File: config.mk
export PLATFORM = sky130hd
export DESIGN_NAME = adaptive_batch_coalescer_core
export DESIGN_NICKNAME = d
export VERILOG_FILES = /design/src/sv/abc_pkg.sv /design/src/sv/abc_front.sv /design/src/sv/abc_back.sv /design/src/sv/adaptive_batch_coalescer_core.sv
export SDC_FILE = /design/constraint.sdc
export NUM_CORES = 1
export LEC_CHECK = 0
export BUFFER_PORTS_ARGS = -buffer_cell sky130_fd_sc_hd__buf_2
export CORE_MARGIN = 2
export CORE_UTILIZATION = 50
export DETAILED_ROUTE_END_ITERATION = 16
export PLACE_DENSITY = 0.74
export SYNTH_ARGS = -nofsm -noshare
export SYNTH_HDL_FRONTEND = slang
export SYNTH_SLANG_ARGS = --single-unit
export TNS_END_PERCENT = 50
File: constraint.sdc
create_clock -name clock -period 8.8 [get_ports clock]
set_input_delay 1.32 -clock clock [delete_from_list [all_inputs] [get_ports clock]]
set_output_delay 1.32 -clock clock [all_outputs]
set_load 0.05 [all_outputs]
File: src/sv/abc_pkg.sv
`timescale 1ns / 1ps
`default_nettype none
// ----------------------------------------------------------------------------
// abc_pkg
// Shared types and constants for the adaptive batch coalescer: request and
// response payloads, the decoded command, configuration and register codes.
// ----------------------------------------------------------------------------
package abc_pkg;

   localparam int          QUEUE_DEPTH   = 2;
   localparam int          CSR_ADDR_W    = 4;
   localparam int          CSR_DATA_W    = 32;

   localparam logic [7:0]  MIN_BATCH_RST = 8'd50;
   localparam logic [7:0]  MAX_BATCH_RST = 8'd160;
   localparam logic        ADAPT_EN_RST  = 1'b1;

   localparam logic        REQ_DRAIN     = 1'b1;

   typedef enum logic [1:0] {
      REG_MIN_BATCH    = 2'd0,
      REG_MAX_BATCH    = 2'd1,
      REG_ADAPT_ENABLE = 2'd2
   } csr_reg_type;

   typedef enum logic {
      OP_ARRIVAL = 1'b0,
      OP_DRAIN   = 1'b1
   } cmd_op_type;

   typedef struct packed {
      logic        req_type;
      logic [31:0] now_seconds;
      logic        send_fail;
   } req_payload_type;

   typedef struct packed {
      logic        flush;
      logic [15:0] batch_count;
      logic        error_status;
      logic [7:0]  current_threshold;
   } rsp_payload_type;

   typedef struct packed {
      cmd_op_type  op;
      logic [31:0] now_seconds;
      logic        send_fail;
   } cmd_type;

   typedef struct packed {
      logic [7:0] min_batch;
      logic [7:0] max_batch;
      logic       adapt_enable;
   } cfg_type;

endpackage
`default_nettype wire

File: src/sv/abc_front.sv
`timescale 1ns / 1ps
`default_nettype none
// ----------------------------------------------------------------------------
// abc_front
// Accepts requests, decodes each into an arrival or drain command and holds
// it in a short queue until the back end takes it.
// ----------------------------------------------------------------------------
module abc_front (
   input  wire                      clock,
   input  wire                      reset,
   input  wire                      req_valid,
   output logic                     req_ready,
   input  abc_pkg::req_payload_type req_payload,
   output logic                     cmd_valid,
   input  wire                      cmd_ready,
   output abc_pkg::cmd_type         cmd
);
   import abc_pkg::*;

   localparam int PTR_W = $clog2(QUEUE_DEPTH);
   localparam int CNT_W = $clog2(QUEUE_DEPTH + 1);

   cmd_type          queue_ff [QUEUE_DEPTH];
   logic [PTR_W-1:0] wr_ptr_ff, wr_ptr_in;
   logic [PTR_W-1:0] rd_ptr_ff, rd_ptr_in;
   logic [CNT_W-1:0] count_ff,  count_in;
   cmd_type          cmd_in;
   logic             push;
   logic             pop;

   always_comb begin
      cmd_in.op          = (req_payload.req_type == REQ_DRAIN) ? OP_DRAIN : OP_ARRIVAL;
      cmd_in.now_seconds = req_payload.now_seconds;
      cmd_in.send_fail   = req_payload.send_fail;
   end

   assign req_ready = (count_ff != CNT_W'(QUEUE_DEPTH));
   assign cmd_valid = (count_ff != '0);
   assign cmd       = queue_ff[rd_ptr_ff];
   assign push      = req_valid && req_ready;
   assign pop       = cmd_valid && cmd_ready;

   always_comb begin
      wr_ptr_in = push ? wr_ptr_ff + 1'b1 : wr_ptr_ff;
      rd_ptr_in = pop  ? rd_ptr_ff + 1'b1 : rd_ptr_ff;
      count_in  = count_ff;
      if (push && !pop) begin
         count_in = count_ff + 1'b1;
      end else if (pop && !push) begin
         count_in = count_ff - 1'b1;
      end
   end

   always_ff @(posedge clock) begin
      if (reset) begin
         wr_ptr_ff <= '0;
         rd_ptr_ff <= '0;
         count_ff  <= '0;
      end else begin
         wr_ptr_ff <= wr_ptr_in;
         rd_ptr_ff <= rd_ptr_in;
         count_ff  <= count_in;
      end
   end

   always_ff @(posedge clock) begin
      if (push) begin
         queue_ff[wr_ptr_ff] <= cmd_in;
      end
   end

endmodule
`default_nettype wire

File: src/sv/abc_back.sv
`timescale 1ns / 1ps
`default_nettype none
// ----------------------------------------------------------------------------
// abc_back
// Executes one command per cycle unless its response stalls: counts pending packets,
// decides on flush or send error, adapts the threshold per window and registers the response.
// ----------------------------------------------------------------------------
module abc_back #(
   parameter int WINDOW_SECONDS = 5
) (
   input  wire                      clock,
   input  wire                      reset,
   input  abc_pkg::cfg_type         cfg,
   input  wire                      cmd_valid,
   output logic                     cmd_ready,
   input  abc_pkg::cmd_type         cmd,
   output logic                     rsp_valid,
   input  wire                      rsp_ready,
   output abc_pkg::rsp_payload_type rsp_payload
);
   import abc_pkg::*;

   localparam int WIN_W  = $clog2(WINDOW_SECONDS + 1);
   localparam int PROD_W = 9 + WIN_W;

   logic [15:0]       pending_ff,  pending_in;
   logic [7:0]        thresh_ff,   thresh_in;
   logic [31:0]       win_start_ff, win_start_in;
   logic [31:0]       arrivals_ff, arrivals_in;
   logic              rsp_valid_ff, rsp_valid_in;
   rsp_payload_type   rsp_ff, rsp_in;

   logic              fire;
   logic              drain;
   logic [7:0]        thr_eff;
   logic [15:0]       pend_inc;
   logic [31:0]       arr_inc;
   logic              due;
   logic              send_err;
   logic              do_flush;
   logic [31:0]       win_end;
   logic              roll;
   logic [PROD_W-1:0] hi_bound;
   logic [PROD_W-1:0] lo_bound;
   logic              rate_hi;
   logic              rate_lo;
   logic [8:0]        dbl;
   logic [7:0]        half;
   logic [7:0]        thr_up;
   logic [7:0]        thr_dn;

   assign cmd_ready   = !rsp_valid_ff || rsp_ready;
   assign fire        = cmd_valid && cmd_ready;
   assign rsp_valid   = rsp_valid_ff;
   assign rsp_payload = rsp_ff;

   always_comb begin
      drain    = (cmd.op == OP_DRAIN);
      thr_eff  = drain ? 8'd0 : thresh_ff;
      pend_inc = (!drain && pending_ff != 16'hFFFF) ? pending_ff + 16'd1 : pending_ff;
      arr_inc  = (!drain && arrivals_ff != 32'hFFFF_FFFF) ? arrivals_ff + 32'd1 : arrivals_ff;
      due      = pend_inc > {8'd0, thr_eff};
      send_err = due && cmd.send_fail;
      do_flush = due && !cmd.send_fail;
      win_end  = win_start_ff + 32'(WINDOW_SECONDS);
      roll     = !send_err && cfg.adapt_enable && (win_end < cmd.now_seconds);

      // rate > 2t  <=>  arrivals >= W*(2t+1);  rate < t/2  <=>  arrivals < W*(t/2)
      hi_bound = PROD_W'(WINDOW_SECONDS) * PROD_W'({thr_eff, 1'b1});
      lo_bound = PROD_W'(WINDOW_SECONDS) * PROD_W'(thr_eff[7:1]);
      rate_hi  = arr_inc >= 32'(hi_bound);
      rate_lo  = arr_inc <  32'(lo_bound);

      dbl      = {thr_eff, 1'b0};
      half     = {1'b0, thr_eff[7:1]};
      thr_up   = (dbl > {1'b0, cfg.max_batch}) ? cfg.max_batch : dbl[7:0];
      thr_dn   = (half < cfg.min_batch) ? cfg.min_batch : half;

      thresh_in    = thr_eff;
      win_start_in = win_start_ff;
      arrivals_in  = arr_inc;
      if (roll) begin
         if (rate_hi) begin
            thresh_in = thr_up;
         end else if (rate_lo) begin
            thresh_in = thr_dn;
         end
         win_start_in = cmd.now_seconds;
         arrivals_in  = 32'd0;
      end
      pending_in = do_flush ? 16'd0 : pend_inc;

      rsp_in.flush             = do_flush;
      rsp_in.batch_count       = pend_inc;
      rsp_in.error_status      = send_err;
      rsp_in.current_threshold = thresh_in;

      rsp_valid_in = cmd_ready ? cmd_valid : rsp_valid_ff;
   end

   always_ff @(posedge clock) begin
      if (reset) begin
         pending_ff   <= '0;
         thresh_ff    <= MIN_BATCH_RST;
         win_start_ff <= '0;
         arrivals_ff  <= '0;
         rsp_valid_ff <= 1'b0;
      end else begin
         rsp_valid_ff <= rsp_valid_in;
         if (fire) begin
            pending_ff   <= pending_in;
            thresh_ff    <= thresh_in;
            win_start_ff <= win_start_in;
            arrivals_ff  <= arrivals_in;
         end
      end
   end

   always_ff @(posedge clock) begin
      if (fire) begin
         rsp_ff <= rsp_in;
      end
   end

endmodule
`default_nettype wire

File: src/sv/adaptive_batch_coalescer_core.sv
`timescale 1ns / 1ps
`default_nettype none
// ----------------------------------------------------------------------------
// adaptive_batch_coalescer_core
// Adaptive packet batching: counts arrivals, flushes above an adaptive
// threshold, drains on request and rescales the threshold per time window.
//
//   Channel   Direction  Handshake               Carries
//   req_*     in         valid/ready             arrival or drain, time, fail
//   rsp_*     out        valid/ready             flush, count, error, threshold
//   csr_*     in/out     APB-style, pready = 1   min_batch, max_batch, enable
//
// One request per cycle sustained while responses are taken; a response passes
// through the front queue and then the output register after its request is taken.
// The rate is set by the back end, which updates its state for each command it takes.
// Reset is synchronous and clears the queue, the counters and the response.
// A stalled response holds the back end; the front queue keeps taking
// requests until its two entries are full.
// ----------------------------------------------------------------------------
module adaptive_batch_coalescer_core #(
   parameter int WINDOW_SECONDS = 5
) (
   input  wire                                   clock,
   input  wire                                   reset,
   input  wire                                   req_valid,
   output logic                                  req_ready,
   input  abc_pkg::req_payload_type              req_payload,
   output logic                                  rsp_valid,
   input  wire                                   rsp_ready,
   output abc_pkg::rsp_payload_type              rsp_payload,
   input  wire                                   csr_psel,
   input  wire                                   csr_penable,
   input  wire                                   csr_pwrite,
   input  wire  [abc_pkg::CSR_ADDR_W-1:0]        csr_paddr,
   input  wire  [abc_pkg::CSR_DATA_W-1:0]        csr_pwdata,
   output logic [abc_pkg::CSR_DATA_W-1:0]        csr_prdata,
   output logic                                  csr_pready
);
   import abc_pkg::*;

   logic [7:0]  min_batch_ff, min_batch_in;
   logic [7:0]  max_batch_ff, max_batch_in;
   logic        adapt_en_ff,  adapt_en_in;
   logic        csr_wr;
   csr_reg_type csr_sel;
   cfg_type     cfg;
   logic        cmd_valid;
   logic        cmd_ready;
   cmd_type     cmd;

   assign csr_pready = 1'b1;
   assign csr_wr     = csr_psel && csr_penable && csr_pwrite && csr_pready;
   assign csr_sel    = csr_reg_type'(csr_paddr[3:2]);

   always_comb begin
      min_batch_in = min_batch_ff;
      max_batch_in = max_batch_ff;
      adapt_en_in  = adapt_en_ff;
      csr_prdata   = '0;
      unique case (csr_sel)
         REG_MIN_BATCH: begin
            csr_prdata = CSR_DATA_W'(min_batch_ff);
            if (csr_wr) min_batch_in = csr_pwdata[7:0];
         end
         REG_MAX_BATCH: begin
            csr_prdata = CSR_DATA_W'(max_batch_ff);
            if (csr_wr) max_batch_in = csr_pwdata[7:0];
         end
         REG_ADAPT_ENABLE: begin
            csr_prdata = CSR_DATA_W'(adapt_en_ff);
            if (csr_wr) adapt_en_in = csr_pwdata[0];
         end
         default: begin
            csr_prdata = '0;
         end
      endcase
   end

   always_ff @(posedge clock) begin
      if (reset) begin
         min_batch_ff <= MIN_BATCH_RST;
         max_batch_ff <= MAX_BATCH_RST;
         adapt_en_ff  <= ADAPT_EN_RST;
      end else begin
         min_batch_ff <= min_batch_in;
         max_batch_ff <= max_batch_in;
         adapt_en_ff  <= adapt_en_in;
      end
   end

   always_comb begin
      cfg.min_batch    = min_batch_ff;
      cfg.max_batch    = max_batch_ff;
      cfg.adapt_enable = adapt_en_ff;
   end

   abc_front u_front (
      .clock       (clock),
      .reset       (reset),
      .req_valid   (req_valid),
      .req_ready   (req_ready),
      .req_payload (req_payload),
      .cmd_valid   (cmd_valid),
      .cmd_ready   (cmd_ready),
      .cmd         (cmd)
   );

   abc_back #(
      .WINDOW_SECONDS (WINDOW_SECONDS)
   ) u_back (
      .clock       (clock),
      .reset       (reset),
      .cfg         (cfg),
      .cmd_valid   (cmd_valid),
      .cmd_ready   (cmd_ready),
      .cmd         (cmd),
      .rsp_valid   (rsp_valid),
      .rsp_ready   (rsp_ready),
      .rsp_payload (rsp_payload)
   );

   a_flush_clean: assert property (@(posedge clock) disable iff (reset)
      rsp_valid && rsp_payload.flush |->
         !rsp_payload.error_status && (rsp_payload.batch_count != 16'd0))
      else $error("flush with error or empty batch");

   a_error_above_thresh: assert property (@(posedge clock) disable iff (reset)
      rsp_valid && rsp_payload.error_status |->
         rsp_payload.batch_count > {8'd0, rsp_payload.current_threshold})
      else $error("send error without count above threshold");

   a_full_after_push: assert property (@(posedge clock) disable iff (reset)
      !req_ready |-> $past(req_valid && req_ready) || $past(!req_ready))
      else $error("request queue filled without a push");

endmodule
`default_nettype wire

# Yosys cells after proc, flatten, opt, wreduce, memory -nomap -nowiden
# Memory sizes are Yosys's and may differ from the RTL's. A register that Yosys moved wholly into a read port is not among the register bits.
# Cells that the tools add are included.
# op_classes
add_sub_neg,7
mul,2
magnitude_cmp,6
n_eq_ne,5
muxes,18
reduce_logical,26
# ops
op,n
2-to-1 mux 32 bit,2
2-to-1 mux 8 bit,6
adder 32 x 1 -> 32 bit (second input constant),1
adder 32 x 3 -> 32 bit (second input constant),1
greater-or-equal comparator 32 x 12 -> 1 bit,1
< comparator 32 x 10 -> 1 bit,1
< comparator 32 bit,1
2-to-1 mux 16 bit,2
inequality test 32 bit (second input constant),1
one-hot mux 8 bit (3 select lines),1
adder 16 x 1 -> 16 bit (second input constant),1
> comparator 16 x 8 -> 1 bit,1
inequality test 16 bit (second input constant),1
logical AND 1 bit,12
multiplier 3 x 9 -> 12 bit (first input constant),1
multiplier 3 x 7 -> 10 bit (first input constant),1
> comparator 9 x 8 -> 1 bit,1
< comparator 7 x 8 -> 1 bit,1
AND reduction 2 bit,4
zero test 1 bit,6
2-to-1 mux 1 bit,5
2-to-1 mux 2 bit,2
nonzero test 2 bit,2
adder 1 bit (second input constant),2
other kinds (7),7
# word_totals
reg_bits,136
mem_bits_rw,68
input_bits,77
output_inout_bits,61
wordCells,80
memories,1
# mem_list
memory,depth,word_bits,rd,rd_clocked_by_memory_dff,write_ports,line,text
u_front.queue_ff,2,34,1,1,1,abc_front.sv:23,cmd_type queue_ff [QUEUE_DEPTH];

# Logic depth before layout (Yosys ltp)
# depth
depth_word,9
depth_mapped,23
mapped_depth_nobuf,21

# By module
# Synthesis repeated with hierarchy kept, for this count alone.
# hier_totals
hier_cells,1395
area_unflattened_um2,13040.0
# modules_own_cells
mod,n_inst,cells_each,area_each_um2,seq_area_each_um2
abc_back,1,1146,9267.6,2562.5
abc_front,1,130,2672.6,2142.1
adaptive_batch_coalescer_core,1,119,1099.8,340.3

# Worst setup path before layout
# Ideal clock, no wire load.
# synth_timing
kind,register to register
from,register (tool-made name)
to,"register u_back.rsp_ff (netlist bit u_back.rsp_payload[4]), data pin"
setup_ns,0.256
arrival_ns,4.757
required_ns,8.544
setup_slack_ns,3.786
stages_incl_launch_ff,22
path_buffers,3
period_less_slack_ns,5.014
path_cell_list,dfxtp_1 > buf_2 > mux2i_1 > buf_4 > buf_2 > and3_1 > xor2_1 > ha_1 > a21oi_1 > o21ai_0 > a21o_1 > a21oi_1 > xnor2_1 > ha_1 > a21o_1 > a21o_1 > a221oi_1 > o2111ai_1 > or4_4 > nor3b_4 > nor2_4 > o22a_1
# synth_rtl
element,line,text
end signal: assignment,abc_back.sv:121,rsp_ff <= rsp_in;
end: declaration,abc_back.sv:31,"rsp_payload_type rsp_ff, rsp_in;"

==> reports/summary.txt <==
Peak supply drop -> 0.208 mV
Placed wire-length estimate -> 20500 microns
First-pass GRT wire length -> 48700 microns
Yosys cell types -> 89
Initial Util -> 50.5%
Number of synthesized flops with an enable pin -> 94
Root Buffer -> clkbuf_16
Hold EP -> u_back.pending_ff[1]$_SDFFE_PP0P_
Synth warn -> 0
Initial antenna violation count -> 3
Endpoints failing setup -> 0
Worst Hold Class -> flip-flop to flip-flop
Clk buf depth -> 3
Most frequent cells in the layout -> 120 x nor2_1, 110 x dfxtp_1, 98 x nand2_1
Final Skew -> 14.5 ps
Via density -> 5.97
Status -> finished, final reports clean
Final setup margin -> 3360 ps
Layout cells sized above 1 -> 11.9%
Pin count of the biggest net entering global routing -> 92
Postcts setup bufs -> 0
Yosys reg bits -> 205
Worst hold path depth -> 2
Setup WS pre-CTS -> 3470 ps
Internal Dissipation -> 2240 uW
CP Launch Type -> flip-flop
Post-synthesis adder-cell area fraction -> 7.48%
Vias in the first global route -> 9568
Clk Latency, worst-skew pair -> 520 ps
Slew Viols, Final -> 0
Final Cycle Share -> 61.8%
Comb pwr share -> 41.7%
Max-cap viol count -> 0
Chip width -> 163 microns
Vias -> 10300
Grt ovf -> 0
Clk pwr share -> 23.1%
Fin area -> 0.0138 sq mm
Hold Startpoint -> u_back.pending_ff[1]$_SDFFE_PP0P_
Fin nets -> 1535
Drt initial violations -> 833
Layout area overhead -> 9.61%
Final hold vios -> 0
Switching share of power -> 41.9%
Core area -> 0.0250 sq mm
Reg power frac -> 35.2%
WL/cell -> 17.2 microns
Post-CTS Hold Buffers -> 0
Reg2Reg Capture Point -> u_back.rsp_payload[5]$_DFFE_PP_
Multi-input logic area -> 0.00699 sq mm
Cell Area, Synth -> 0.0126 sq mm
R2R cell count -> 22
Slew @ Worst Pin -> 1180 ps
Total negative slack -> 0 ps
Register area -> 0.00505 sq mm
Placed Area -> 0.0131 sq mm
Peak Freq -> 184 MHz
Die height -> 163 microns
Main combinational cell family by area after synthesis -> simple AND/OR/NAND/NOR gates
# H-tree levels -> 1
Leakage dissipation -> 0.00522 uW
FP Rows -> 58
Final wirelength -> 29700 microns
Worst setup EP type -> flip-flop
Mux share of post-synthesis cell area -> 6.20%
Setup CP Type -> flip-flop to flip-flop
GP Congestion -> 0.920
Post-layout minimum cycle time -> 5440 ps
RSZ-0062 raised after global routing -> false
CTS tree -> yes
Port bufs -> 86
WP data arrival -> 5680 ps
Num CTS Buffers -> 23
Clk sinks -> 205
Ys flop type -> dfxtp_1
Async SR Flop Fraction -> 0%
I/O pin cnt -> 138
1st-pass router iterations -> 5
Filler instances -> 2217
Final ANT Viol Nets -> 0
Pwr/cell area -> 279 mW/mm^2
Rel. slew slack -> 21.1%
CP required -> 9050 ps
Syn_area_per_cell -> 9.39 sq um
Compound-gate portion of the synthesized area -> 15.7%
Reg2Reg Setup Slack -> 3360 ps
Worst-path maximum fanout -> 26
Die area -> 0.0265 sq mm
Xor/xnor share of the synthesized area -> 5.35%
Register area share after synthesis -> 40.0%
Post_cts resized -> 0
Net Switching -> 1610 uW
GRT Util Overall -> 22.4%
Fraction of the mapped netlist area in simple logic gates -> 19.7%
Commonest non-fill, non-tap cell in the layout -> nor2_1
Mapped Cells -> 1343
Clock Pin Slew Worst Setup and Hold Paths -> 60 ps
Final routed DRC violation total -> 0
-- layer usage --
| metal | vias to the layer above | wire, microns | global-route usage (%) |
|---|---|---|---|
| li1 | 5030 | - | - |
| met1 | 4898 | 13100 | 29.7 |
| met2 | 357 | 13900 | 37.5 |
| met3 | 53 | 2010 | 4.02 |
| met4 | 2 | 732 | 6.76 |
| met5 | - | 13 | 0 |
-- worst max path at each step --
| stage | startpoint | to | slack, ps | cells after the start |
|---|---|---|---|---|
| 3_5_place_dp | flip-flop | u_back.rsp_payload[2]$_DFFE_PP_ | 3470 | 22 |
| 5_1_grt | flip-flop | u_back.rsp_payload[5]$_DFFE_PP_ | 2970 | 22 |
| 6_report | flip-flop | u_back.rsp_payload[5]$_DFFE_PP_ | 3360 | 22 |
| 4_1_cts | flip-flop | u_back.rsp_payload[5]$_DFFE_PP_ | 3430 | 22 |
| 2_1_floorplan | flip-flop | u_back.rsp_payload[4]$_DFFE_PP_ | 3790 | 21 |
| 3_3_place_gp | flip-flop | u_back.rsp_payload[2]$_DFFE_PP_ | 3490 | 21 |
-- area by class of cell --
class	instances	share of cell area, %
Inverter	46	1.25
Antenna cell	2	0.0362
Tap cell	330	2.99
Sequential cell	205	36.5
Clock buffer	37	4.76
Clock inverter	5	0.244
Timing Repair Buffer	95	3.62
Multi-Input combinational cell	1013	50.6
-- flip-flops by register name (all words and copies together), names as in the netlist, named ones only --
name and count:
u_front.count_ff 2, u_back.arrivals_ff 32, u_back.pending_ff 16, u_back.rsp_valid 1, u_back.thresh_ff 8, max_batch_ff 8
min_batch_ff 8, u_back.win_start_ff 32, u_front.queue_ff 68, u_front.wr_ptr_ff 1, adapt_en_ff 1, u_back.rsp_payload 26
u_front.rd_ptr_ff 1
-- per-stage QoR --
| stage | cells | power, uW | hold WS (ps) | utilization [%] |
|---|---|---|---|---|
| 6_report | 1733 | 3860 | 492 | 55.4 |
| 5_1_grt | 1732 | 4100 | 514 | 55.4 |
| 4_1_cts | 1731 | 3870 | 493 | 55.3 |
| 3_5_place_dp | 1689 | 2970 | 485 | 52.6 |
| 3_3_place_gp | 1689 | 2930 | 471 | 52.6 |
| 2_1_floorplan | 1366 | 2590 | 459 | - |
-- power groups by stage --
stage | logic (uW) | registers (uW) | clock network, uW
after floorplan | 1100 | 1490 | 0
after global placement | 1560 | 1360 | 0
after detailed placement | 1590 | 1370 | 0
after CTS | 1610 | 1350 | 906
after global routing | 1780 | 1380 | 940
final | 1610 | 1360 | 891
-- logic make-up after synthesis --
group / count (synthesis)
AOI/OAI and AO/OA: 285
DFF: 205
muxes: 77
and+or+nand+nor: 474
other: 2
adders and majority gates: 75
buffers and inverters: 148
xor gates and xnor gates: 77
-- synthesized netlist by cell type (5+ instances only) --
| cell type | instances | area [sq um] |
|---|---|---|
| a21oi_1 | 74 | 370 |
| buf_4 | 27 | 203 |
| edfxtp_1 | 94 | 2820 |
| o21ai_0 | 51 | 255 |
| nand3_1 | 58 | 290 |
| o21a_1 | 6 | 45.0 |
| a32o_1 | 13 | 130 |
| o211ai_1 | 15 | 113 |
| a31oi_1 | 9 | 56.3 |
| o221ai_1 | 11 | 96.3 |
| mux2i_1 | 71 | 711 |
| xnor2_1 | 49 | 429 |
| nor3b_1 | 11 | 82.6 |
| o32ai_1 | 8 | 70.1 |
| and4_1 | 12 | 105 |
| nand2b_1 | 12 | 75.1 |
| mux2_2 | 5 | 56.3 |
| nand2_1 | 98 | 368 |
| and3_1 | 15 | 93.8 |
| clkbuf_1 | 42 | 158 |
| buf_1 | 10 | 37.5 |
| ha_1 | 73 | 913 |
| and2_1 | 16 | 100 |
| nor2_1 | 121 | 454 |
| nor3_1 | 32 | 160 |
| inv_1 | 43 | 161 |
| dfxtp_1 | 111 | 2220 |
| nor2b_1 | 9 | 56.3 |
| a21o_1 | 13 | 97.6 |
| or3_1 | 9 | 56.3 |
| nor4_1 | 12 | 75.1 |
| nand4_1 | 36 | 225 |
| a22oi_1 | 5 | 37.5 |
| a211oi_1 | 35 | 263 |
| buf_2 | 20 | 100 |
| xor2_1 | 28 | 245 |
-- worst max-delay path, stage by stage (launching register included) --
cell	delay [ps]
dfxtp_2	400
mux2i_2	210
buf_4	330
nand2_1	180
inv_1	260
nand2_1	160
inv_1	90
ha_1	270
nand2_1	80
o21ai_0	110
a21o_1	200
a21oi_1	210
nor2_1	60
o21ai_0	220
ha_1	300
nand4_1	110
nor2_1	70
a221oi_1	280
o2111ai_1	190
or4_4	640
nor3b_4	360
nor2_4	120
o22a_1	290
(Power assumes the default switching activity.)
